==> config.mk <==
export PLATFORM = sky130hd
export DESIGN_NAME = dbdf_thr_table
export DESIGN_NICKNAME = d
export VERILOG_FILES = /design/src/rtl/dbdf_pkg.sv /design/src/rtl/dbdf_ram.sv /design/src/rtl/dbdf_thr_table.sv
export SDC_FILE = /design/constraint.sdc
export NUM_CORES = 2
export LEC_CHECK = 0
export ABC_AREA = 1
export BUFFER_PORTS_ARGS = -buffer_cell sky130_fd_sc_hd__buf_4
export CORE_UTILIZATION = 25
export DETAILED_ROUTE_END_ITERATION = 10
export GPL_TIMING_DRIVEN = 0
export HOLD_SLACK_MARGIN = 0.12
export PLACE_DENSITY = 0.38
export SLEW_MARGIN = 20
export SYNTH_ARGS = -nofsm -noshare
export SYNTH_HDL_FRONTEND = slang
export SYNTH_HIERARCHICAL = 1
export SYNTH_SLANG_ARGS = --single-unit
==> constraint.sdc <==
create_clock -name clk -period 2.2 [get_ports clk]
set_clock_uncertainty 0.2 [all_clocks]
set_input_delay 0.11 -clock clk [delete_from_list [all_inputs] [get_ports clk]]
set_output_delay 0.11 -clock clk [all_outputs]
set_load 0.005 [all_outputs]
==> src/rtl/dbdf_pkg.sv <==
`timescale 1ns / 1ps

package dbdf_pkg;

  localparam int NUM_CLASSES = 128;
  localparam int CLASS_AW    = (NUM_CLASSES > 1) ? $clog2(NUM_CLASSES) : 1;

  localparam int THR_W      = 16;
  localparam int COORD_W    = 24;
  localparam int CLS_IN_W   = 8;
  localparam int NET_W      = 13;
  localparam int FMT_W      = 2;
  localparam int CORNER_W   = 26;
  localparam int PROD_W     = COORD_W + NET_W + 1;
  localparam int OUT_W      = 21;
  localparam int CLASS_W    = 7;
  localparam int CFG_IDX_W  = 2;
  localparam int CFG_DATA_W = 13;

  localparam logic OP_WR_THR = 1'b0;
  localparam logic OP_DECODE = 1'b1;

  localparam logic [FMT_W-1:0] FMT_CENTER = 2'd0;
  localparam logic [FMT_W-1:0] FMT_CORNER = 2'd1;
  localparam logic [FMT_W-1:0] FMT_NORM   = 2'd2;

  localparam logic [CFG_IDX_W-1:0] CFG_BOX_FORMAT = 2'd0;
  localparam logic [CFG_IDX_W-1:0] CFG_NET_WIDTH  = 2'd1;
  localparam logic [CFG_IDX_W-1:0] CFG_NET_HEIGHT = 2'd2;

  localparam logic [FMT_W-1:0] FMT_RESET = FMT_CENTER;
  localparam logic [NET_W-1:0] NET_RESET = 13'd640;

  localparam logic [OUT_W-1:0] MIN_SIZE = 21'd256;

  typedef struct packed {
    logic [FMT_W-1:0] fmt;
    logic [NET_W-1:0] net_w;
    logic [NET_W-1:0] net_h;
  } dbdf_cfg_t;

  typedef struct packed {
    logic                rd_en;
    logic                wr_en;
    logic [CLASS_AW-1:0] addr;
    logic [THR_W-1:0]    wr_data;
  } dbdf_tbl_req_t;

  typedef struct packed {
    logic                     norm;
    logic signed [PROD_W-1:0] xa;
    logic signed [PROD_W-1:0] ya;
    logic signed [PROD_W-1:0] xb;
    logic signed [PROD_W-1:0] yb;
    logic [CLASS_W-1:0]       cls;
    logic [THR_W-1:0]         score;
  } dbdf_s2_t;

endpackage

==> src/rtl/dbdf_ram.sv <==
`timescale 1ns / 1ps

module dbdf_ram #(
  parameter int WIDTH = 16,
  parameter int DEPTH = 128
) (
  input  logic                                         clk,
  input  logic                                         wr_en,
  input  logic [((DEPTH > 1) ? $clog2(DEPTH) : 1)-1:0] wr_addr,
  input  logic [WIDTH-1:0]                             wr_data,
  input  logic                                         rd_en,
  input  logic [((DEPTH > 1) ? $clog2(DEPTH) : 1)-1:0] rd_addr,
  output logic [WIDTH-1:0]                             rd_data
);

  logic [WIDTH-1:0] mem [DEPTH];

  always_ff @(posedge clk) begin
    if (wr_en) begin
      mem[wr_addr] <= wr_data;
    end
    if (rd_en) begin
      rd_data <= mem[rd_addr];
    end
  end

endmodule

==> src/rtl/dbdf_thr_table.sv <==
`timescale 1ns / 1ps

module dbdf_thr_table (
  input  logic                   clk,
  input  logic                   rst_n,
  input  dbdf_pkg::dbdf_tbl_req_t req,
  output logic [dbdf_pkg::THR_W-1:0] thr
);
  import dbdf_pkg::*;

  logic [NUM_CLASSES-1:0] vld_r;
  logic                   vld_q_r;
  logic [THR_W-1:0]       ram_q;

  dbdf_ram #(
    .WIDTH (THR_W),
    .DEPTH (NUM_CLASSES)
  ) u_ram (
    .clk     (clk),
    .wr_en   (req.wr_en),
    .wr_addr (req.addr),
    .wr_data (req.wr_data),
    .rd_en   (req.rd_en),
    .rd_addr (req.addr),
    .rd_data (ram_q)
  );

  // entries never written read as zero
  always_ff @(posedge clk) begin
    if (!rst_n) begin
      vld_r   <= '0;
      vld_q_r <= 1'b0;
    end else begin
      if (req.wr_en) begin
        vld_r[req.addr] <= 1'b1;
      end
      if (req.rd_en) begin
        vld_q_r <= vld_r[req.addr];
      end
    end
  end

  assign thr = vld_q_r ? ram_q : '0;

  a_rd_wr_excl: assert property (@(posedge clk) disable iff (!rst_n)
    !(req.rd_en && req.wr_en))
    else $error("threshold table read and write in one cycle");

endmodule

Word level (Yosys, flattened, before mapping)
Memories as Yosys holds them, arrays and structs flattened. A register that Yosys moved wholly into a read port is not among the register bits.
Cells that the tools add are included.
{ "op_classes": {"addsub": 0, "multipliers": 0, "n_div": 0, "n_lt_le_gt_ge": 2, "eq_ne": 0, "shifts": 0, "n_mux": 7, "bitwise": 1, "reduce_logical": 1} }
{ "ops": {"columns": ["op", "count"], "rows": [
  ["bitwise OR 128 bit", 1],
  ["2-to-1 mux 16 bit", 1],
  ["< comparator 7 x 8 -> 1 bit (second input constant)", 1],
  ["binary-select mux 1 bit (select 7 bit)", 1],
  ["demux 1 bit (select 7 bit)", 1],
  ["greater-or-equal comparator 7 x 1 -> 1 bit (second input constant)", 1],
  ["2-to-1 mux 1 bit", 4],
  ["logical AND 1 bit", 1]
]} }
{ "word_totals": {"regBits": 129, "latchBits": 0, "mem_bits_rw": 2048, "rom_bits": 0, "input_bits": 27, "mem_count": 1} }
{ "mem_list": {"columns": ["name", "depth", "word_bits", "rd", "rd_clocked_by_memory_dff", "wr", "line", "rtl"], "rows": [
  ["u_ram.mem", 128, 16, 1, 1, 1, "dbdf_ram.sv:16", "logic [WIDTH-1:0] mem [DEPTH];"]
]} }

Longest topological paths before layout
{ "depth": {"ltp_word": 5, "ltp_mapped": 15, "ltp_nobuf": 12} }

By module
The synthesis kept the hierarchy.
{ "by_module_without_submodules": {"columns": ["module", "instances", "cells_each", "area_per_inst_um2", "seq_area_each_um2"], "rows": [
  ["dbdf_ram", 1, 6793, 82988.3, 61979.4],
  ["dbdf_thr_table", 1, 867, 6042.0, 2582.5]
]} }

Least setup slack after synthesis
No wires, ideal clock.
{ "synth_path": {"kind": "in2reg", "startpoint": "input req[23] (netlist name)", "endpoint": "memory u_ram.mem[105][0], enable pin", "setup_time_ps": 388, "arrival_ps": 1426, "path_slack_ps": 185, "path_stages": 4, "n_path_buf": 2, "cell_sequence": "clkbuf_1 > nand2_1 > clkbuf_1 > nor2_1"} }
{ "synth_between": {"elab_chain_len": 2} }
{ "synth_lines": {"columns": ["element", "line", "rtl"], "rows": [
  ["start, declared", "dbdf_thr_table.sv:6", "input dbdf_pkg::dbdf_tbl_req_t req,"],
  ["2-to-1 mux 1 bit", "dbdf_ram.sv:19", "if (wr_en) begin"],
  ["2-to-1 mux 1 bit (implied by the code)", "dbdf_ram.sv:20", "mem[wr_addr] <= wr_data;"],
  ["end, declared", "dbdf_ram.sv:16", null]
]} }
Every way passes these cells.

==> results.cfg <==
[run_status]
result_of_the_run = complete, but fails checks
violations = negative setup slack

[synthesis]
synth.top_cell.area_share_pct = 69.6
postSynthNetCount = 7687
yosys_warnings = 6
netlist_area_um2 = 89000
cell_types_with_the_largest_area_share_after_synthesis = sky130_fd_sc_hd__edfxtp_1, sky130_fd_sc_hd__nand3_1, sky130_fd_sc_hd__nand2_1
ys_types = 27
synth_cells = 7660
yosys_register_bits = 2193
synth_seq_area_share_pct = 72.5
postSynthAreaPerCell_um2 = 11.6
yosys.area.top_type = sky130_fd_sc_hd__edfxtp_1

[finish]
commonest_cells_after_routing_fill_and_taps_aside = sky130_fd_sc_hd__nand2_1, sky130_fd_sc_hd__edfxtp_1, sky130_fd_sc_hd__nand3_1
drive_above_1_share_pct = 15.0
flow.area_growth_from_synthesis_pct = 22.6
post-route-util_pct = 30.9
mostFrequentLayoutCell = sky130_fd_sc_hd__nand2_1
nNetsFinal = 8202
num-fill-cells = 36000

[floorplanning]
dieHeight_um = 599
pin_count = 43
dieArea_um2 = 359000
placementRows = 218
design.core.area_um2 = 353000
start_util_pct = 25.2
chipWidth_um = 599

[place]
place.gp.congestion = 0.942
post_detail_place_hpwl_mm = 288
buffer_ports.inserted = 42

[timing]
setup_viol_count_final = 82
final_critical_path_setup_slack_ns = -0.150
achievable-frequency_ghz = 0.426
drv_slew = 0
max_slew_margin_pct = 30.6
hold_violations = 0
grt_setup_unrepaired = yes
measured_slew_at_the_worst_slew_check_pin_ns = 1.04
fin_crit_sh_pct = 107
final.min_clock_period_ns = 2.35

[global_route]
grt_overflow_total = 0
vias_in_the_first_global_route = 60900
global_route_wire_length_before_repair_mm = 548
antenna_found_initial = 34
grt_start_max_net_pins = 92
groute.usage.overall_pct = 22.5

[clock_tree]
htree_levels = 4
clk-insertion-delay-late_ns = 0.95
tritoncts_clock_tree = done
root_buffer = sky130_fd_sc_hd__clkbuf_16
cts_clock_pin_slew_for_the_worst_setup_and_hold_paths_ns = 0.06
cts_sinks = 2193
cts-buffers-inserted = 245
max-clock-path-buffers = 4

[drt]
total_drc_errors_in_the_routed_layout = 0
antenna_left = 0
number_of_vias_in_the_routed_layout = 64600
viasPerCell = 4.92
drt-initial-drc-count = 7429
wire_length_per_cell_after_detailed_routing_um = 31.5
drt_first_pass_iters = 6
wl_mm = 413

[pwr]
ir_drop_mv = 0.742
report.power.total_uw = 93900
power-per-cell-area_nw_per_um2 = 860
leakage_uw = 0.0379

[critical_path]
crit_fanout = 10
arrival_ns = 2.78
setup.worst_path.end_class = flip-flop
required_ns = 2.63
criticalPathCategory = input port to flip-flop
timing.critical_path.from_type = input port

[run]
drv_cap = 0

[min_path]
worst_hold_path_type = input port to flip-flop
-- final cells by class --
| type | instances | area [um^2] | area share, % |
|---|---|---|---|
| Sequential cell | 2193 | 64600 | 59.2 |
| Clock inverter | 134 | 1100 | 1.01 |
| Clock buffer | 316 | 6470 | 5.93 |
| Antenna cell | 9 | 22.5 | 0.0206 |
| Multi-Input combinational cell | 4807 | 22600 | 20.7 |
| Buffer | 502 | 3430 | 3.14 |
| Timing Repair Buffer | 268 | 4410 | 4.05 |
| Inverter | 158 | 608 | 0.557 |
| Tap cell | 4730 | 5920 | 5.42 |
-- kinds of logic (layout without fill, tap and decap cells) --
kind of cell	Yosys count	in the layout	share of synthesized area [%]
AND/OR/NAND/NOR	4653	4653	22.7
other	0	9	0
flip-flops	2193	2193	72.5
AO/OA/AOI/OAI	154	154	1.06
buffers and inverters	660	1378	3.71
-- synth_stat cells --
cell type,n
sky130_fd_sc_hd__buf_6,30
sky130_fd_sc_hd__inv_4,2
sky130_fd_sc_hd__nor3_2,2
sky130_fd_sc_hd__buf_1,41
sky130_fd_sc_hd__nor2_1,222
sky130_fd_sc_hd__buf_4,66
sky130_fd_sc_hd__edfxtp_1,2064
sky130_fd_sc_hd__nand2_2,20
sky130_fd_sc_hd__o211ai_1,25
sky130_fd_sc_hd__nor3_4,6
sky130_fd_sc_hd__inv_1,148
sky130_fd_sc_hd__or2_2,1
sky130_fd_sc_hd__nand2_1,2322
sky130_fd_sc_hd__nor2_4,3
sky130_fd_sc_hd__buf_2,263
sky130_fd_sc_hd__dfxtp_1,129
sky130_fd_sc_hd__inv_6,1
sky130_fd_sc_hd__nand3_1,2068
sky130_fd_sc_hd__a21oi_1,99
sky130_fd_sc_hd__o21ai_0,1
sky130_fd_sc_hd__a21oi_2,28
sky130_fd_sc_hd__nor3_1,9
sky130_fd_sc_hd__clkinv_2,1
sky130_fd_sc_hd__inv_2,6
sky130_fd_sc_hd__buf_8,1
sky130_fd_sc_hd__clkbuf_1,101
sky130_fd_sc_hd__a31oi_1,1
-- layer usage --
layer  share of wire, %  routed length [um]  vias up  track usage, %
li1                   -                   -    28200               -
met5              0.045                 184        -               0
met2                 48              196000     2641            37.5
met3                6.8               28000      642            3.70
met1                 41              169000    33100            29.1
met4                4.6               18900        6            9.02
-- final timing paths --
| check | slack [ns] | cells after the start | from | end |
|---|---|---|---|---|
| hold reg to reg | 0.26 | 2 | vld_r[8]$_SDFFE_PN0P_ | vld_r[8]$_SDFFE_PN0P_ |
| setup reg to reg | -0.04 | 8 | u_ram/mem[53][14]$_DFFE_PP_ | u_ram/rd_data[14]$_DFFE_PP_ |
| setup / recovery | -0.15 | 10 | req[19] | u_ram/rd_data[12]$_DFFE_PP_ |
| hold / removal | 0.20 | 12 | req[18] | vld_q_r$_SDFFE_PN0P_ |
-- repair_timing --
item	CTS	global route
endpoints found under the hold margin	2763	0
endpoints found under the setup margin	100	117
hold buffers	104	0
pin swaps	0	3
cloned	1	0
resized for setup	332	83
setup buffers	1	8
-- flip-flops by register name (all words and copies together) (netlist names) --
| name | count |
|---|---|
| u_ram/mem | 2048 |
| vld_r | 128 |
| u_ram/rd_data | 16 |
| vld_q_r | 1 |
-- critical path, cell delays in order --
cell and delay [ns]:
sky130_fd_sc_hd__buf_4 0.19, sky130_fd_sc_hd__inv_1 0.10, sky130_fd_sc_hd__clkbuf_2 0.41, sky130_fd_sc_hd__buf_12 0.25
sky130_fd_sc_hd__clkbuf_2 0.48, sky130_fd_sc_hd__nand3_1 0.32, sky130_fd_sc_hd__nand3_1 0.22, sky130_fd_sc_hd__nand3_1 0.27
sky130_fd_sc_hd__nand3_1 0.22, sky130_fd_sc_hd__nand2_2 0.16
-- where the power goes --
part | internal [uW] | leakage [uW] | switching, uW
Combinational | 1890 | 0.0146 | 6160
Clock | 22400 | 0.00370 | 17600
Sequential | 45800 | 0.0196 | 58.8
-- through the flow --
| step | setup WS, ns | instance area, um^2 | hold slack (ns) | instances | setup TNS (ns) |
|---|---|---|---|---|---|
| CTS | -0.0619 | 109000 | 0.138 | 13100 | -0.544 |
| global route | -0.0434 | 109000 | 0.195 | 13100 | -0.287 |
| floorplan | 0.185 | 89000 | 0.00887 | 7660 | 0 |
| detailed placement | -2.18 | 98800 | 0.200 | 12500 | -1136.26 |
| finish | -0.150 | 109000 | 0.202 | 13100 | -2.74 |
| global placement | -2.91 | 95300 | 0.202 | 12400 | -3774.59 |
Power figures use the tool's default switching activity.
