`src/rtl/dbdf_pkg.sv`:
```
`timescale 1ns / 1ps

package dbdf_pkg;

  localparam int NUM_CLASSES = 128;
  localparam int CLASS_AW    = (NUM_CLASSES > 1) ? $clog2(NUM_CLASSES) : 1;

  localparam int THR_W      = 16;
  localparam int COORD_W    = 24;
  localparam int CLS_IN_W   = 8;
  localparam int NET_W      = 13;
  localparam int FMT_W      = 2;
  localparam int CORNER_W   = 26;
  localparam int PROD_W     = COORD_W + NET_W + 1;
  localparam int OUT_W      = 21;
  localparam int CLASS_W    = 7;
  localparam int CFG_IDX_W  = 2;
  localparam int CFG_DATA_W = 13;

  localparam logic OP_WR_THR = 1'b0;
  localparam logic OP_DECODE = 1'b1;

  localparam logic [FMT_W-1:0] FMT_CENTER = 2'd0;
  localparam logic [FMT_W-1:0] FMT_CORNER = 2'd1;
  localparam logic [FMT_W-1:0] FMT_NORM   = 2'd2;

  localparam logic [CFG_IDX_W-1:0] CFG_BOX_FORMAT = 2'd0;
  localparam logic [CFG_IDX_W-1:0] CFG_NET_WIDTH  = 2'd1;
  localparam logic [CFG_IDX_W-1:0] CFG_NET_HEIGHT = 2'd2;

  localparam logic [FMT_W-1:0] FMT_RESET = FMT_CENTER;
  localparam logic [NET_W-1:0] NET_RESET = 13'd640;

  localparam logic [OUT_W-1:0] MIN_SIZE = 21'd256;

  typedef struct packed {
    logic [FMT_W-1:0] fmt;
    logic [NET_W-1:0] net_w;
    logic [NET_W-1:0] net_h;
  } dbdf_cfg_t;

  typedef struct packed {
    logic                rd_en;
    logic                wr_en;
    logic [CLASS_AW-1:0] addr;
    logic [THR_W-1:0]    wr_data;
  } dbdf_tbl_req_t;

  typedef struct packed {
    logic                     norm;
    logic signed [PROD_W-1:0] xa;
    logic signed [PROD_W-1:0] ya;
    logic signed [PROD_W-1:0] xb;
    logic signed [PROD_W-1:0] yb;
    logic [CLASS_W-1:0]       cls;
    logic [THR_W-1:0]         score;
  } dbdf_s2_t;

endpackage

```
`src/rtl/dbdf_decode.sv`:
```
`timescale 1ns / 1ps

module dbdf_decode (
  input  logic                                clk,
  input  logic                                rst_n,
  input  dbdf_pkg::dbdf_cfg_t                 cfg,
  input  logic                                in_valid,
  output logic                                in_stall,
  input  logic                                in_operation,
  input  logic [dbdf_pkg::THR_W-1:0]          in_score,
  input  logic signed [dbdf_pkg::CLS_IN_W-1:0] in_class_index,
  input  logic signed [dbdf_pkg::COORD_W-1:0] in_coord_a,
  input  logic signed [dbdf_pkg::COORD_W-1:0] in_coord_b,
  input  logic signed [dbdf_pkg::COORD_W-1:0] in_coord_c,
  input  logic signed [dbdf_pkg::COORD_W-1:0] in_coord_d,
  output dbdf_pkg::dbdf_tbl_req_t             tbl_req,
  input  logic [dbdf_pkg::THR_W-1:0]          thr,
  output logic                                s2_valid,
  output dbdf_pkg::dbdf_s2_t                  s2,
  input  logic                                s3_ready
);
  import dbdf_pkg::*;

  function automatic logic signed [PROD_W-1:0] to_q16(input logic signed [CORNER_W-1:0] v);
    logic signed [CORNER_W+7:0] t;
    t = $signed({v, 8'h00});
    return PROD_W'(t);
  endfunction

  logic                        s1_ready;
  logic                        s2_ready;
  logic                        acc;
  logic                        cls_ok;
  logic                        is_dec;

  logic                        s1_v_r;
  logic [THR_W-1:0]            s1_score_r;
  logic [CLASS_W-1:0]          s1_cls_r;
  logic signed [COORD_W-1:0]   s1_a_r;
  logic signed [COORD_W-1:0]   s1_b_r;
  logic signed [COORD_W-1:0]   s1_c_r;
  logic signed [COORD_W-1:0]   s1_d_r;

  logic signed [COORD_W-1:0]   hw;
  logic signed [COORD_W-1:0]   hh;
  logic signed [CORNER_W-1:0]  cx1;
  logic signed [CORNER_W-1:0]  cy1;
  logic signed [CORNER_W-1:0]  cx2;
  logic signed [CORNER_W-1:0]  cy2;
  logic signed [PROD_W-1:0]    pa;
  logic signed [PROD_W-1:0]    pb;
  logic signed [PROD_W-1:0]    pc;
  logic signed [PROD_W-1:0]    pd;
  logic                        fmt_ok;
  logic                        keep;
  dbdf_s2_t                    s2_nxt;

  logic                        s2_v_r;
  dbdf_s2_t                    s2_r;

  assign s2_ready = !s2_v_r || s3_ready;
  assign s1_ready = !s1_v_r || s2_ready;
  assign in_stall = !s1_ready;
  assign acc      = in_valid && s1_ready;

  assign cls_ok = !in_class_index[CLS_IN_W-1] &&
                  ({1'b0, in_class_index[CLASS_W-1:0]} < CLS_IN_W'(NUM_CLASSES));
  assign is_dec = (in_operation == OP_DECODE);

  always_comb begin
    tbl_req.rd_en   = acc && cls_ok && is_dec;
    tbl_req.wr_en   = acc && cls_ok && !is_dec;
    tbl_req.addr    = in_class_index[CLASS_AW-1:0];
    tbl_req.wr_data = in_score;
  end

  // stage 1: candidate beat, threshold read in flight
  always_ff @(posedge clk) begin
    if (!rst_n) begin
      s1_v_r <= 1'b0;
    end else if (s1_ready) begin
      s1_v_r <= in_valid && cls_ok && is_dec;
    end
  end

  always_ff @(posedge clk) begin
    if (acc) begin
      s1_score_r <= in_score;
      s1_cls_r   <= in_class_index[CLASS_W-1:0];
      s1_a_r     <= in_coord_a;
      s1_b_r     <= in_coord_b;
      s1_c_r     <= in_coord_c;
      s1_d_r     <= in_coord_d;
    end
  end

  always_comb begin
    hw  = s1_c_r >>> 1;
    hh  = s1_d_r >>> 1;
    cx1 = CORNER_W'(s1_a_r) - CORNER_W'(hw);
    cy1 = CORNER_W'(s1_b_r) - CORNER_W'(hh);
    cx2 = cx1 + CORNER_W'(s1_c_r);
    cy2 = cy1 + CORNER_W'(s1_d_r);
    pa  = s1_a_r * $signed({1'b0, cfg.net_w});
    pb  = s1_b_r * $signed({1'b0, cfg.net_h});
    pc  = s1_c_r * $signed({1'b0, cfg.net_w});
    pd  = s1_d_r * $signed({1'b0, cfg.net_h});

    fmt_ok       = 1'b1;
    s2_nxt.norm  = 1'b0;
    s2_nxt.cls   = s1_cls_r;
    s2_nxt.score = s1_score_r;
    s2_nxt.xa    = to_q16(CORNER_W'(s1_a_r));
    s2_nxt.ya    = to_q16(CORNER_W'(s1_b_r));
    s2_nxt.xb    = to_q16(CORNER_W'(s1_c_r));
    s2_nxt.yb    = to_q16(CORNER_W'(s1_d_r));
    case (cfg.fmt)
      FMT_CENTER: begin
        s2_nxt.xa = to_q16(cx1);
        s2_nxt.ya = to_q16(cy1);
        s2_nxt.xb = to_q16(cx2);
        s2_nxt.yb = to_q16(cy2);
      end
      FMT_CORNER: begin
      end
      FMT_NORM: begin
        s2_nxt.norm = 1'b1;
        s2_nxt.xa   = pa;
        s2_nxt.ya   = pb;
        s2_nxt.xb   = pc;
        s2_nxt.yb   = pd;
      end
      default: begin
        fmt_ok = 1'b0;
      end
    endcase
    keep = fmt_ok && (s1_score_r >= thr);
  end

  // stage 2: corners in Q.16, products registered
  always_ff @(posedge clk) begin
    if (!rst_n) begin
      s2_v_r <= 1'b0;
    end else if (s2_ready) begin
      s2_v_r <= s1_v_r && keep;
    end
  end

  always_ff @(posedge clk) begin
    if (s2_ready && s1_v_r) begin
      s2_r <= s2_nxt;
    end
  end

  assign s2_valid = s2_v_r;
  assign s2       = s2_r;

  a_empty_no_stall: assert property (@(posedge clk) disable iff (!rst_n)
    !s1_v_r |-> !in_stall)
    else $error("input stalled with stage 1 empty");

endmodule

```
`config.mk`:
```
export PLATFORM = sky130hd
export DESIGN_NAME = dbdf_decode
export DESIGN_NICKNAME = d
export VERILOG_FILES = /design/src/rtl/dbdf_pkg.sv /design/src/rtl/dbdf_decode.sv
export SDC_FILE = /design/constraint.sdc
export NUM_CORES = 2
export LEC_CHECK = 0
export ABC_AREA = 1
export ABC_CLOCK_PERIOD_IN_PS = 16200
export BUFFER_PORTS_ARGS = -buffer_cell sky130_fd_sc_hd__buf_2
export CAP_MARGIN = 0
export CORE_MARGIN = 5
export CORE_UTILIZATION = 60
export DETAILED_ROUTE_END_ITERATION = 8
export PLACE_DENSITY = 0.79
export RECOVER_POWER = 50
export REMOVE_ABC_BUFFERS = 1
export SYNTH_ARGS = -nofsm -noshare
export SYNTH_HDL_FRONTEND = slang
export SYNTH_SLANG_ARGS = --single-unit
```
`constraint.sdc`:
```
create_clock -name clk -period 16.2 [get_ports clk]
set_input_delay 3.24 -clock clk [delete_from_list [all_inputs] [get_ports clk]]
set_output_delay 3.24 -clock clk [all_outputs]
set_load 0.01 [all_outputs]
```
== Yosys cells after proc, flatten, opt, wreduce, memory -nomap -nowiden ==
Cells that the tools add are included.
Operators by class
  reduce and logical (&&, ||, !) cells: 18
  eq/ne operators: 2
  multipliers: 4
  shifts and indexed selects: 0
  order comparisons: 1
  bitwise operators: 0
  multiplexer cells: 3
  divide/modulo/power cells: 0
  add/sub/neg operators: 4
Operator list (count)
  one-hot mux 152 bit (2 select lines): 1
  multiplier 24 x 14 -> 38 bit: 4
  adder 25 x 24 -> 26 bit: 2
  subtractor 24 x 23 -> 25 bit: 2
  >= comparator 16 bit: 1
  logical AND 1 bit: 9
  logical NOT 1 bit: 5
  OR reduction 3 bit: 1
  equality test 2 x 1 -> 1 bit (second input constant): 1
  equality test 2 bit (second input constant): 1
  logical NOT 2 bit: 1
  logical OR 1 bit: 2
  two-way mux 1 bit: 2
Storage, ports and cells
  bits in latches: 0
  word-level logic and storage cells: 47
  register bits: 297
  memories kept: 0
  output and inout bits: 203
  ROM bits: 0
  input port bits: 169
  bits in writable memories: 0

== Logic depth before layout (Yosys ltp) ==
  depth after elaboration: 6
  gate-level depth with buffers: 29
  gate-level depth less buffers: 28

== Worst setup path before layout ==
OpenSTA, ideal clock, no wires.
  path kind: in2reg
  start: input port s3_ready
  end: register s2_r (netlist bit s2[0]), enable pin
  data required time: 15.482 ns
  slack: 4.725 ns
  path buffers: 0
  arrival: 10.758 ns
  cell stages on the path: 4
  setup time: 0.718 ns
  cell sequence: inv_1 -> nand2_1 -> inv_1 -> nor2_1
Between the ends
  cells in the longest elaborated chain, start to end: 2
Ends and longest elaborated chain
  start: declaration: RTL line dbdf_decode.sv:20  | input logic s3_ready
  logical OR 1 bit: RTL line dbdf_decode.sv:61  | assign s2_ready = !s2_v_r || s3_ready;
  logical AND 1 bit: RTL line dbdf_decode.sv:150  | if (s2_ready && s1_v_r) begin
  end signal: assignment: RTL line dbdf_decode.sv:151  | s2_r <= s2_nxt;
  end: declaration: RTL line dbdf_decode.sv:59  | dbdf_s2_t s2_r;
Every way passes these cells.
A chain may end at the register's enable or synchronous reset.

==> impl_metrics.json <==
{
  "setup_viol_count_final": 0,
  "finalHoldViolCount": 0,
  "start_util": 0.6041,
  "rsz0062_at_grt": "false",
  "gp_congestion": 1.002,
  "synth_compound_area_frac": 0.04354,
  "clkLatencyLatePin_ps": 650,
  "cp.required_ps": 16600,
  "die_h_um": 346.5,
  "routed_via_density": 5.461,
  "nNetsFinal": 11191,
  "port_buffers": 371,
  "grt.overflow.total": 0,
  "synthXorXnorAreaFrac": 0.006996,
  "drive_above_1_share": 0.04364,
  "grt_pass1_vias": 62424,
  "route.detailed.wl_per_inst_um": 19.65,
  "clock_sinks": 297,
  "hold_class": "flip-flop to flip-flop",
  "cts_max_level": 2,
  "synth-simple-area-share": 0.2262,
  "grt_max_degree": 75,
  "clock-root-buffer": "clkbuf_16",
  "synthMuxAreaShare": 0,
  "avgSynthCellArea_um2": 7.385,
  "synth-seq-area-share": 0.1309,
  "maxCapViolCount": 3,
  "via_count": 59628,
  "grt_usage": 0.3588,
  "critPathKind": "primary input to flip-flop",
  "die_w_um": 346.5,
  "finalSetupTns_ps": 0,
  "status": "complete, but fails checks",
  "cts_tree": "yes",
  "worstMarginPinSlew_ps": 4466,
  "yosys_register_bits": 297,
  "fmax_mhz": 104.3,
  "failed_checks": "max-capacitance violations, max-slew violations",
  "synth_cell_types": 47,
  "cp_data_arrival_time_ps": 9990,
  "path_max_fanout": 48,
  "area_delta_synth_final_pct": 6.125,
  "dieArea_um2": 120100,
  "rows": 123,
  "slew_headroom": -1.994,
  "critPathCaptureType": "flip-flop",
  "min_period_over_period": 0.5919,
  "dp_hpwl_mm": 170.0,
  "clock-skew-final_ps": 41.91,
  "wl_mm": 214.6,
  "io_pins": 372,
  "cts_buffers": 42,
  "grt_pass1_wl_mm": 338.8,
  "syn-cell-area_um2": 67960,
  "synth_ff_type": "edfxtp_1",
  "synth_cells": 9202,
  "ant_nets": 0,
  "drc": 0,
  "first_iter_violations": 4881,
  "synth_edf_count": 295,
  "async_reset_ff_frac": 0,
  "worst_hold_slack_ps": 419.1,
  "synth_top_family_by_area": "adder cells",
  "holdBufCountCts": 0,
  "coreArea_um2": 112500,
  "cts_resized": 0,
  "clk_pin_slew_ps": 60,
  "yosys.area_share.adder": 0.4302,
  "yosysWarnings": 0,
  "cp-start-kind": "primary input",
  "fin_crit_ps": 9589,
  "clock_path_buffers": 3,
  "firstDrtPassIters": 7,
  "cts_setup_buffers": 0,
  "slew_viol_final": 132,
  "antenna_found_initial": 4
}
-- metrics by stage --
step           utilization  std cells  setup slack [ps]  cell area, um2
2_1_floorplan            -       8917              4725           66780
3_3_place_gp        0.6305      10840              6130           70930
3_5_place_dp        0.6305      10840              6081           70930
4_1_cts             0.6431      10917              6743           72350
5_1_grt             0.6410      10917              6484           72120
6_report            0.6411      10919              6611           72120
-- sequential cells by signal, indices dropped and copies added (netlist names), 7 cells and up --
signal      flops
s1_a_r         24
s1_c_r         24
s1_cls_r        7
s1_score_r     16
s1_b_r         24
s1_d_r         24
s2            176
-- final timing paths --
check	start	end	slack, ps	depth (start not counted)
worst max register to register	s1_b_r[23]	s2[134]	9100	20
worst min-delay path	s1_cls_r[5]	s2[21]	420	0
worst max-delay path	cfg[5]	s2[134]	6610	21
worst min register to register	s1_cls_r[5]	s2[21]	420	0
-- Yosys cell counts, types with 4 or more instances --
master	number	area, um2
nand2_1	2697	10120
inv_1	2609	9793
fa_1	1164	23300
ha_1	474	5931
nand3_1	424	2122
nor2_1	401	1505
edfxtp_1	295	8859
a21oi_1	294	1471
clkbuf_1	197	739.5
o21ai_0	154	770.7
nand4_1	80	500.5
buf_1	49	183.9
nor3_1	40	200.2
nand3b_1	33	247.7
o21bai_1	31	232.7
xor2_1	30	262.8
and2_1	23	143.9
buf_4	23	172.7
o211ai_1	21	157.7
nand2_2	18	112.6
buf_2	16	80.08
xnor2_1	15	131.4
inv_2	13	48.80
nor3_2	11	110.1
o21ai_1	11	55.05
or2_2	10	62.56
a21oi_2	8	70.07
nor2_2	7	43.79
o221ai_1	7	61.31
nor2_4	5	56.30
xor2_2	5	81.33
a21o_1	4	30.03
nand3_2	4	40.04
or2_1	4	25.02
-- final cells by class --
cell class                      instances  area [um2]
Multi-Input combinational cell       5998       48040
Fill cell                            9924       40380
Inverter                             2622        9844
Sequential cell                       297        8899
Timing Repair Buffer                  423        2037
Tap cell                             1500        1877
Clock buffer                           52        1110
Clock inverter                         25       307.8
Antenna cell                            2       5.005
-- placed cells by master (no fill, tap or decap), types with 6 or more instances in the layout --
cell       count
nand2_1     2697
inv_1       2609
fa_1        1164
ha_1         474
nand3_1      424
nor2_1       401
edfxtp_1     295
a21oi_1      294
buf_2        203
clkbuf_1     177
o21ai_0      154
nand4_1       80
buf_4         52
clkbuf_16     43
nor3_1        40
nand3b_1      33
o21bai_1      31
xor2_1        30
and2_1        23
o211ai_1      21
nand2_2       18
xnor2_1       15
o21ai_1       11
inv_2         11
nor3_2        11
or2_2         10
a21oi_2        8
nor2_2         7
o221ai_1       7
inv_6          7
clkinv_4       6
-- critical path: stages --
cell and delay, ps:
buf_2 900, nand2_1 320, fa_1 560, inv_1 220, fa_1 500, fa_1 570
fa_1 440, fa_1 500, inv_1 50, fa_1 500, inv_1 50, ha_1 370
nand2_1 150, nor2_1 370, nand3_1 290, nor2_1 250, nand3_1 300, nand3_1 190
nand2_1 60, nand3_1 80, nand2_1 80
-- logic make-up after synthesis --
| family | Yosys count |
|---|---|
| xor gates and xnor gates | 50 |
| AOI/OAI and AO/OA | 543 |
| DFF | 297 |
| adders and majority gates | 1638 |
| buffers and inverters | 2907 |
| and+or+nand+nor | 3767 |
-- routing by layer --
metal | part of all wire | up-vias | GRT usage
met3 | 0.093 | 837 | 0.06534
met1 | 0.36 | 28438 | 0.4332
met2 | 0.47 | 3074 | 0.6057
met5 | 0.000089 | - | 0
met4 | 0.072 | 4 | 0.2095
li1 | - | 27275 | -
Power is not shown: default switching activity piles up to over one toggle a cycle in this logic, so the estimate is an artifact.
