## src/rtl/dbdf_pkg.sv

```systemverilog
`timescale 1ns / 1ps

package dbdf_pkg;

  localparam int NUM_CLASSES = 128;
  localparam int CLASS_AW    = (NUM_CLASSES > 1) ? $clog2(NUM_CLASSES) : 1;

  localparam int THR_W      = 16;
  localparam int COORD_W    = 24;
  localparam int CLS_IN_W   = 8;
  localparam int NET_W      = 13;
  localparam int FMT_W      = 2;
  localparam int CORNER_W   = 26;
  localparam int PROD_W     = COORD_W + NET_W + 1;
  localparam int OUT_W      = 21;
  localparam int CLASS_W    = 7;
  localparam int CFG_IDX_W  = 2;
  localparam int CFG_DATA_W = 13;

  localparam logic OP_WR_THR = 1'b0;
  localparam logic OP_DECODE = 1'b1;

  localparam logic [FMT_W-1:0] FMT_CENTER = 2'd0;
  localparam logic [FMT_W-1:0] FMT_CORNER = 2'd1;
  localparam logic [FMT_W-1:0] FMT_NORM   = 2'd2;

  localparam logic [CFG_IDX_W-1:0] CFG_BOX_FORMAT = 2'd0;
  localparam logic [CFG_IDX_W-1:0] CFG_NET_WIDTH  = 2'd1;
  localparam logic [CFG_IDX_W-1:0] CFG_NET_HEIGHT = 2'd2;

  localparam logic [FMT_W-1:0] FMT_RESET = FMT_CENTER;
  localparam logic [NET_W-1:0] NET_RESET = 13'd640;

  localparam logic [OUT_W-1:0] MIN_SIZE = 21'd256;

  typedef struct packed {
    logic [FMT_W-1:0] fmt;
    logic [NET_W-1:0] net_w;
    logic [NET_W-1:0] net_h;
  } dbdf_cfg_t;

  typedef struct packed {
    logic                rd_en;
    logic                wr_en;
    logic [CLASS_AW-1:0] addr;
    logic [THR_W-1:0]    wr_data;
  } dbdf_tbl_req_t;

  typedef struct packed {
    logic                     norm;
    logic signed [PROD_W-1:0] xa;
    logic signed [PROD_W-1:0] ya;
    logic signed [PROD_W-1:0] xb;
    logic signed [PROD_W-1:0] yb;
    logic [CLASS_W-1:0]       cls;
    logic [THR_W-1:0]         score;
  } dbdf_s2_t;

endpackage

```

## src/rtl/dbdf_clamp.sv

```systemverilog
`timescale 1ns / 1ps

module dbdf_clamp (
  input  logic                          clk,
  input  logic                          rst_n,
  input  dbdf_pkg::dbdf_cfg_t           cfg,
  input  logic                          s2_valid,
  input  dbdf_pkg::dbdf_s2_t            s2,
  output logic                          s3_ready,
  output logic                          out_valid,
  input  logic                          out_stall,
  output logic [dbdf_pkg::OUT_W-1:0]    out_box_left,
  output logic [dbdf_pkg::OUT_W-1:0]    out_box_top,
  output logic [dbdf_pkg::OUT_W-1:0]    out_box_width,
  output logic [dbdf_pkg::OUT_W-1:0]    out_box_height,
  output logic [dbdf_pkg::CLASS_W-1:0]  out_class,
  output logic [dbdf_pkg::THR_W-1:0]    out_confidence
);
  import dbdf_pkg::*;

  function automatic logic [OUT_W-1:0] clamp_edge(input logic signed [CORNER_W-1:0] v,
                                                  input logic [OUT_W-1:0] lim);
    logic signed [CORNER_W-1:0] lim_s;
    lim_s = $signed(CORNER_W'(lim));
    if (v < 0) begin
      return '0;
    end else if (v > lim_s) begin
      return lim;
    end
    return v[OUT_W-1:0];
  endfunction

  function automatic logic [OUT_W-1:0] clamp_span(input logic [OUT_W-1:0] lo,
                                                  input logic [OUT_W-1:0] hi,
                                                  input logic [OUT_W-1:0] lim);
    logic signed [OUT_W:0] d;
    d = $signed({1'b0, hi}) - $signed({1'b0, lo});
    if (d < 0) begin
      return '0;
    end else if (d > $signed({1'b0, lim})) begin
      return lim;
    end
    return d[OUT_W-1:0];
  endfunction

  logic                       out_ready;
  logic [OUT_W-1:0]           wlim;
  logic [OUT_W-1:0]           hlim;
  logic signed [PROD_W-1:0]   wq;
  logic signed [PROD_W-1:0]   hq;
  logic signed [PROD_W-1:0]   xa;
  logic signed [PROD_W-1:0]   ya;
  logic signed [PROD_W-1:0]   xb;
  logic signed [PROD_W-1:0]   yb;
  logic                       norm_bad;

  logic                       s3_v_r;
  logic [OUT_W-1:0]           s3_x1_r;
  logic [OUT_W-1:0]           s3_y1_r;
  logic [OUT_W-1:0]           s3_x2_r;
  logic [OUT_W-1:0]           s3_y2_r;
  logic [CLASS_W-1:0]         s3_cls_r;
  logic [THR_W-1:0]           s3_score_r;

  logic [OUT_W-1:0]           w;
  logic [OUT_W-1:0]           h;
  logic                       size_ok;

  logic                       out_v_r;
  logic [OUT_W-1:0]           left_r;
  logic [OUT_W-1:0]           top_r;
  logic [OUT_W-1:0]           width_r;
  logic [OUT_W-1:0]           height_r;
  logic [CLASS_W-1:0]         cls_r;
  logic [THR_W-1:0]           conf_r;

  assign out_ready = !out_v_r || !out_stall;
  assign s3_ready  = !s3_v_r || out_ready;

  assign wlim = {cfg.net_w, 8'h00};
  assign hlim = {cfg.net_h, 8'h00};
  assign wq   = PROD_W'({cfg.net_w, 16'h0000});
  assign hq   = PROD_W'({cfg.net_h, 16'h0000});
  assign xa   = s2.xa;
  assign ya   = s2.ya;
  assign xb   = s2.xb;
  assign yb   = s2.yb;

  assign norm_bad = (xa >= xb) || (ya >= yb) || (xa < 0) || (ya < 0) ||
                    (xb > wq) || (yb > hq);

  // stage 3: validity checks, corners clamped to the frame
  always_ff @(posedge clk) begin
    if (!rst_n) begin
      s3_v_r <= 1'b0;
    end else if (s3_ready) begin
      s3_v_r <= s2_valid && !(s2.norm && norm_bad);
    end
  end

  always_ff @(posedge clk) begin
    if (s3_ready && s2_valid) begin
      s3_x1_r    <= clamp_edge($signed(xa[CORNER_W+7:8]), wlim);
      s3_y1_r    <= clamp_edge($signed(ya[CORNER_W+7:8]), hlim);
      s3_x2_r    <= clamp_edge($signed(xb[CORNER_W+7:8]), wlim);
      s3_y2_r    <= clamp_edge($signed(yb[CORNER_W+7:8]), hlim);
      s3_cls_r   <= s2.cls;
      s3_score_r <= s2.score;
    end
  end

  assign w       = clamp_span(s3_x1_r, s3_x2_r, wlim);
  assign h       = clamp_span(s3_y1_r, s3_y2_r, hlim);
  assign size_ok = (w >= MIN_SIZE) && (h >= MIN_SIZE);

  // output register
  always_ff @(posedge clk) begin
    if (!rst_n) begin
      out_v_r <= 1'b0;
    end else if (out_ready) begin
      out_v_r <= s3_v_r && size_ok;
    end
  end

  always_ff @(posedge clk) begin
    if (out_ready && s3_v_r) begin
      left_r   <= s3_x1_r;
      top_r    <= s3_y1_r;
      width_r  <= w;
      height_r <= h;
      cls_r    <= s3_cls_r;
      conf_r   <= s3_score_r;
    end
  end

  assign out_valid      = out_v_r;
  assign out_box_left   = left_r;
  assign out_box_top    = top_r;
  assign out_box_width  = width_r;
  assign out_box_height = height_r;
  assign out_class      = cls_r;
  assign out_confidence = conf_r;

  a_min_size: assert property (@(posedge clk) disable iff (!rst_n)
    out_v_r |-> (width_r >= MIN_SIZE) && (height_r >= MIN_SIZE))
    else $error("box under one pixel on output");

  a_in_frame: assert property (@(posedge clk) disable iff (!rst_n)
    out_v_r |-> (({1'b0, left_r} + {1'b0, width_r}) <= {1'b0, wlim}) &&
                (({1'b0, top_r} + {1'b0, height_r}) <= {1'b0, hlim}))
    else $error("box leaves the frame");

  a_s3_hold: assert property (@(posedge clk) disable iff (!rst_n)
    s3_v_r && !out_ready |=> s3_v_r)
    else $error("stage 3 beat lost under stall");

endmodule

```

## config.mk

```make
export PLATFORM = sky130hd
export DESIGN_NAME = dbdf_clamp
export DESIGN_NICKNAME = d
export VERILOG_FILES = /design/src/rtl/dbdf_pkg.sv /design/src/rtl/dbdf_clamp.sv
export SDC_FILE = /design/constraint.sdc
export NUM_CORES = 1
export LEC_CHECK = 0
export CORE_MARGIN = 4
export CORE_UTILIZATION = 55
export CTS_BUF_LIST = sky130_fd_sc_hd__clkbuf_8
export DETAILED_ROUTE_END_ITERATION = 6
export DONT_BUFFER_PORTS = 1
export PLACE_DENSITY = 0.75
export SYNTH_ARGS = -nofsm -noshare
export SYNTH_HDL_FRONTEND = slang
export SYNTH_SLANG_ARGS = --single-unit
```

## constraint.sdc

```tcl
create_clock -name clk -period 5.4 [get_ports clk]
set_input_delay 1.35 -clock clk [delete_from_list [all_inputs] [get_ports clk]]
set_output_delay 1.35 -clock clk [all_outputs]
set_load 0.005 [all_outputs]
```

# Word-level counts from Yosys, hierarchy flattened
# Index checks and enable logic that the tools add are counted.
# totals
reg_bits	216
in_bits	208
# op_classes
addsub	2
magnitude_cmp	20
mux	34
reduce_logical	17
# op_table
operator	count
2-to-1 mux 21 bit	18
greater-than comparator 26 x 22 -> 1 bit	4
< comparator 26 x 1 -> 1 bit (second input constant)	4
greater-or-equal comparator 38 bit	2
greater-than comparator 38 x 30 -> 1 bit	2
< comparator 38 x 1 -> 1 bit (second input constant)	2
greater-than comparator 22 bit	2
< comparator 22 x 1 -> 1 bit (second input constant)	2
subtractor 21 x 21 -> 22 bit	2
greater-or-equal comparator 21 x 9 -> 1 bit (second input constant)	2
2-to-1 mux 1 bit	16
logical OR 1 bit	7
logical AND 1 bit	6
zero test 1 bit	4

# Longest topological paths before layout
# logic_depth
ltp_word	9
mapped_depth	22
depth_no_buf	21

# Worst setup path after synthesis
# No wires, ideal clock.
# synth_timing
kind	reg2reg
start	register s3_y2_r[0]
end	register out_v_r, in the netlist out_valid
setup_time_ps	136
arrival_ps	4568
slack_ps	696
path_stages_with_launch	21
n_path_buf	0
cell_sequence	edfxtp_1 -> inv_1 -> ha_1 -> inv_1 -> fa_1 -> a21oi_1 -> o21ai_0 -> a21oi_1 -> a211oi_2 -> mux2i_1 -> or3_1 -> ha_1 -> nand3_1 -> or2_2 -> and3b_1 -> o2111a_1 -> a31oi_1 -> or4_1 -> o41a_1 -> o311ai_1 -> a221oi_1
# synth_via
elab_chain_cells	8
word_cells_on_any_way	10
classes_between	add/sub: 1; order compare: 3; mux: 4; reduce/logical: 2
# synth_rtl
element	line_no	source
start: declaration	dbdf_clamp.sv:61	logic [OUT_W-1:0] s3_y2_r;
start signal: assignment	dbdf_clamp.sv:106	s3_y2_r <= clamp_edge($signed(yb[CORNER_W+7:8]), hlim);
subtractor 21 x 21 -> 22 bit *	dbdf_clamp.sv:37	d = $signed({1'b0, hi}) - $signed({1'b0, lo});
greater-than comparator 22 bit	dbdf_clamp.sv:40	end else if (d > $signed({1'b0, lim})) begin
2-to-1 mux 1 bit	dbdf_clamp.sv:40	
2-to-1 mux 1 bit	dbdf_clamp.sv:38	if (d < 0) begin
2-to-1 mux 21 bit *	dbdf_clamp.sv:43	return d[OUT_W-1:0];
greater-or-equal comparator 21 x 9 -> 1 bit *	dbdf_clamp.sv:114	assign size_ok = (w >= MIN_SIZE) && (h >= MIN_SIZE);
logical AND 1 bit *	dbdf_clamp.sv:114	
logical AND 1 bit *	dbdf_clamp.sv:121	out_v_r <= s3_v_r && size_ok;
end signal: assignment	dbdf_clamp.sv:121	
end: declaration	dbdf_clamp.sv:69	logic out_v_r;
# Mark *: on every way between the ends. The rest lies on a longest branch, timed or not.
# A chain may end at the register's enable or synchronous reset.

# Worst setup path in the final report
# Same ends and word-level chain as after synthesis.

==> summary.txt <==
Routing
  – DR vias: 10,815
  – Starting DRT DRC Count: 1,191
  – Met2 Wirelength: 16,700 um
  – Vias/cell: 6.10
  – Routed Antenna Nets: 0
  – DR top layer: met4
  – DRT Pass-1 Iters: 5
  – Avg WL per Cell: about 23 um
  – Drc violations: 0
  – Routed length on met1: 17,700 um
  – Routed WL: roughly 40,000 um
  – WL met3: 4630 um

Logic synthesis
  – Cell Area, Synth: 14,400 um^2
  – Synth top area share: between 40 and 50%
  – Synth warn: 0
  – Ys async rst share: 0%
  – Area leader, netlist: edfxtp_1
  – Netlist cell types: 74
  – Average size of a mapped cell: 10.3 um^2
  – Synth Instances: 1,394
  – Post-Syn Nets: 1,800
  – Synth top area cells: edfxtp_1 45%, ha_1 17%, inv_1 4.5%, nor2_1 3.7%, a21oi_1 3.3%
  – Sequential share of the synthesized area: roughly 45%
  – Register bit total from synthesis: about 220
  – Synth Flop Type: edfxtp_1
  – EDFF count, synth: 214

Clock tree
  – Htree depth: 2
  – Max Buffers Root-to-Sink: 3
  – Num CTS Buffers: 36
  – Root buffer cell: clkbuf_8
  – Post-CTS Setup Repair Bufs: 0
  – Clk pin slew, worst setup/hold paths: 0.06 ns
  – CTS tree: done
  – Clk_lat worst skew: 0.52 ns
  – Cts hold-fix bufs: 0
  – CTS sink count: 216

STA
  – Fin crit share: between 90% and 100%
  – Final Critical Period: 5.14 ns
  – RSZ-0062 raised after global routing: false
  – PnR worst setup slack: 0.265 ns
  – Worst slew margin: a little over a quarter
  – Final setup TNS: 0 ns
  – Tightest Pin Transition: approximately 1.1 ns
  – Hold Vio Cnt, Final: 0
  – Slew Limit Fails: 0
  – Final clock skew: 0.0129 ns
  – Setup Viol. Count Final: 0
  – Max Fclk: between 0.15 and 0.2 GHz

Pwr
  – Combinational share of power: 21.5%
  – Clock power frac: 31.5%
  – Worst IR Drop VDD: 172 uV
  – Share of power burned in registers: between 40% and 50%
  – Pint: 2980 uW
  – Cell leakage power: 0.00661 uW
  – Power Total: approximately 4200 uW
  – Switch share: 29.0%
  – Pwr dens: about 270 nW/um^2
  – Switching pwr: 1220 uW

Flow run
  – Max cap viols: 0

Floorplan
  – Die Span Y: about 170 um
  – Width of the chip: 170 um
  – Die area: 28,800 um^2
  – # IOs: 317
  – Core area: 25,500 um^2
  – Initial Utilization: 56.5%
  – Cell row count: 58

Cells and area
  – Ant diodes: 0
  – Area delta synth->final: 7.53%
  – Share of layout cells above drive strength 1: 5.83%
  – Final core occ: 60.8%
  – Nets@finish: 1,825
  – Fillers: 2,085
  – Most common cell after layout, fill and taps aside: edfxtp_1
  – Design area: 15,500 um^2
  – Most frequent cells in the layout: 214 x edfxtp_1, 196 x ha_1, 178 x inv_1, 140 x nor2_1, 96 x a21oi_1

Critical path
  – Worst endpoint data arrival time: 5.51 ns
  – Worst R2R End: out_valid
  – Startpoint types: flop
  – Required time of the critical path: around 5.8 ns
  – Max FO, Critical Path: 3
  – Critical path type: reg -> reg
  – R2R Path Start: s3_y2_r[0]
  – R2R depth: 20
  – Worst setup EP type: flop
  – R2R Setup Slk: 0.26 ns

Placed design
  – Placed Area: 14,800 um^2
  – Pre-CTS setup slack: 0.329 ns
  – I/O Buffers: 0
  – Final GP Congestion: roughly 0.94
  – Post-DP HPWL: 33,000 um

Global routing
  – Total GRT Usage: 27.2%
  – Antenna violations before repair: 1
  – Largest net degree at the start of global routing: 56
  – Number of global-route vias before repair: 10,669
  – Remaining Overflow, GRT: 0
  – First-pass GRT wire length: 60,700 um

Worst hold path
  – Min-delay worst type: reg -> reg
  – Hold EP: out_confidence[5]
  – Worst Hold Depth: 0
  – Hold Crit Start: s3_score_r[5]

Status
  – Status: complete, no violations
-- cells in the mapped netlist, drive strengths merged, types with 5 or more instances --
library cell	number
a2111oi	6
a211oi	17
a21o	37
a21oi	97
a31o	5
a31oi	7
and2	38
clkbuf	24
edfxtp	214
ha	196
inv	172
mux2i	42
nand2	71
nand2b	8
nand3	23
nand4	40
nor2	140
nor2b	17
nor3	34
nor4	22
o211ai	9
o21a	18
o21ai	45
or3	6
xnor2	25
xor2	7
-- worst max-delay path, cell delays in order, from the launching register on --
cell      delay (ns)
edfxtp_1        0.37
inv_1           0.07
ha_1            0.16
inv_1           0.05
fa_1            0.42
a21oi_1         0.20
o21ai_0         0.12
a21oi_1         0.28
a211oi_2        0.17
mux2i_1         0.14
or3_1           0.47
ha_1            0.34
nand3_1         0.10
or2_2           0.33
and3b_1         0.22
o2111a_1        0.20
a31oi_1         0.13
or4_1           0.43
o41a_1          0.36
o311ai_1        0.30
a221oi_1        0.12
-- area by class of cell --
| type | instances | area (um^2) | area share, % |
|---|---|---|---|
| Sequential cell | 216 | 6470 | 41.8 |
| Multi-Input combinational cell | 979 | 7190 | 46.4 |
| Tap cell | 330 | 413 | 2.67 |
| Inverter | 172 | 646 | 4.17 |
| Clock buffer | 37 | 509 | 3.29 |
| Clock inverter | 24 | 139 | 0.897 |
| Timing Repair Buffer | 14 | 118 | 0.760 |
-- sequential cells by signal, summed over array words and instances (netlist names) --
signal and flops:
s3_y1_r 21, s3_score_r 16, s3_v_r 1, out_valid 1, s3_cls_r 7, out_box_height 21
out_confidence 16, out_class 7, out_box_left 21, s3_x2_r 21, out_box_top 21, out_box_width 21
s3_x1_r 21, s3_y2_r 21
-- per-layer routing --
metal | vias up | track usage [%]
li1 | 5165 | -
met1 | 5025 | 39.2
met2 | 544 | 39.7
met3 | 81 | 8.67
met4 | 0 | 7.42
met5 | - | 0
-- repair_timing --
action                                 CTS  global route
resized for setup                        0             1
endpoints found under the hold margin    0             0
setup endpoints to repair                0             1
-- power by group through the flow --
| stage | clock, uW | sequential (uW) | combinational (uW) |
|---|---|---|---|
| 2_1_floorplan | 0 | 2000 | 683 |
| 3_3_place_gp | 0 | 2010 | 856 |
| 3_5_place_dp | 0 | 2010 | 884 |
| 4_1_cts | 1350 | 1980 | 889 |
| 5_1_grt | 1440 | 1980 | 1020 |
| 6_report | 1320 | 1980 | 903 |
-- per-stage QoR --
step	hold WS [ns]	cells
final	0.417	1772
after global routing	0.423	1772
after CTS	0.418	1772
after detailed placement	0.405	1711
after global placement	0.400	1711
after floorplan	0.400	1394
-- worst max path at each step --
stage | to | from | slack (ns) | cells past startpoint
after floorplan | out_valid | s3_y2_r[0] | 0.70 | 20
after global placement | out_valid | s3_y2_r[0] | 0.40 | 20
after detailed placement | out_valid | s3_y2_r[0] | 0.33 | 20
after CTS | out_valid | s3_y2_r[0] | 0.31 | 20
after global routing | out_valid | s3_y2_r[0] | 0.03 | 20
final | out_valid | s3_y2_r[0] | 0.26 | 20
-- kinds of logic (layout without fill, tap and decap cells) --
family	after synthesis	after routing	synth area share, %
XOR/XNOR	32	32	1.95
multiplexers	43	43	3.00
adder cells (fa/ha/maj)	198	198	17.3
buffers and inverters	199	247	5.32
AO/OA/AOI/OAI	285	285	13.1
flip-flops	216	216	44.9
AND/OR/NAND/NOR	421	421	14.4
(Power assumes the default switching activity.)
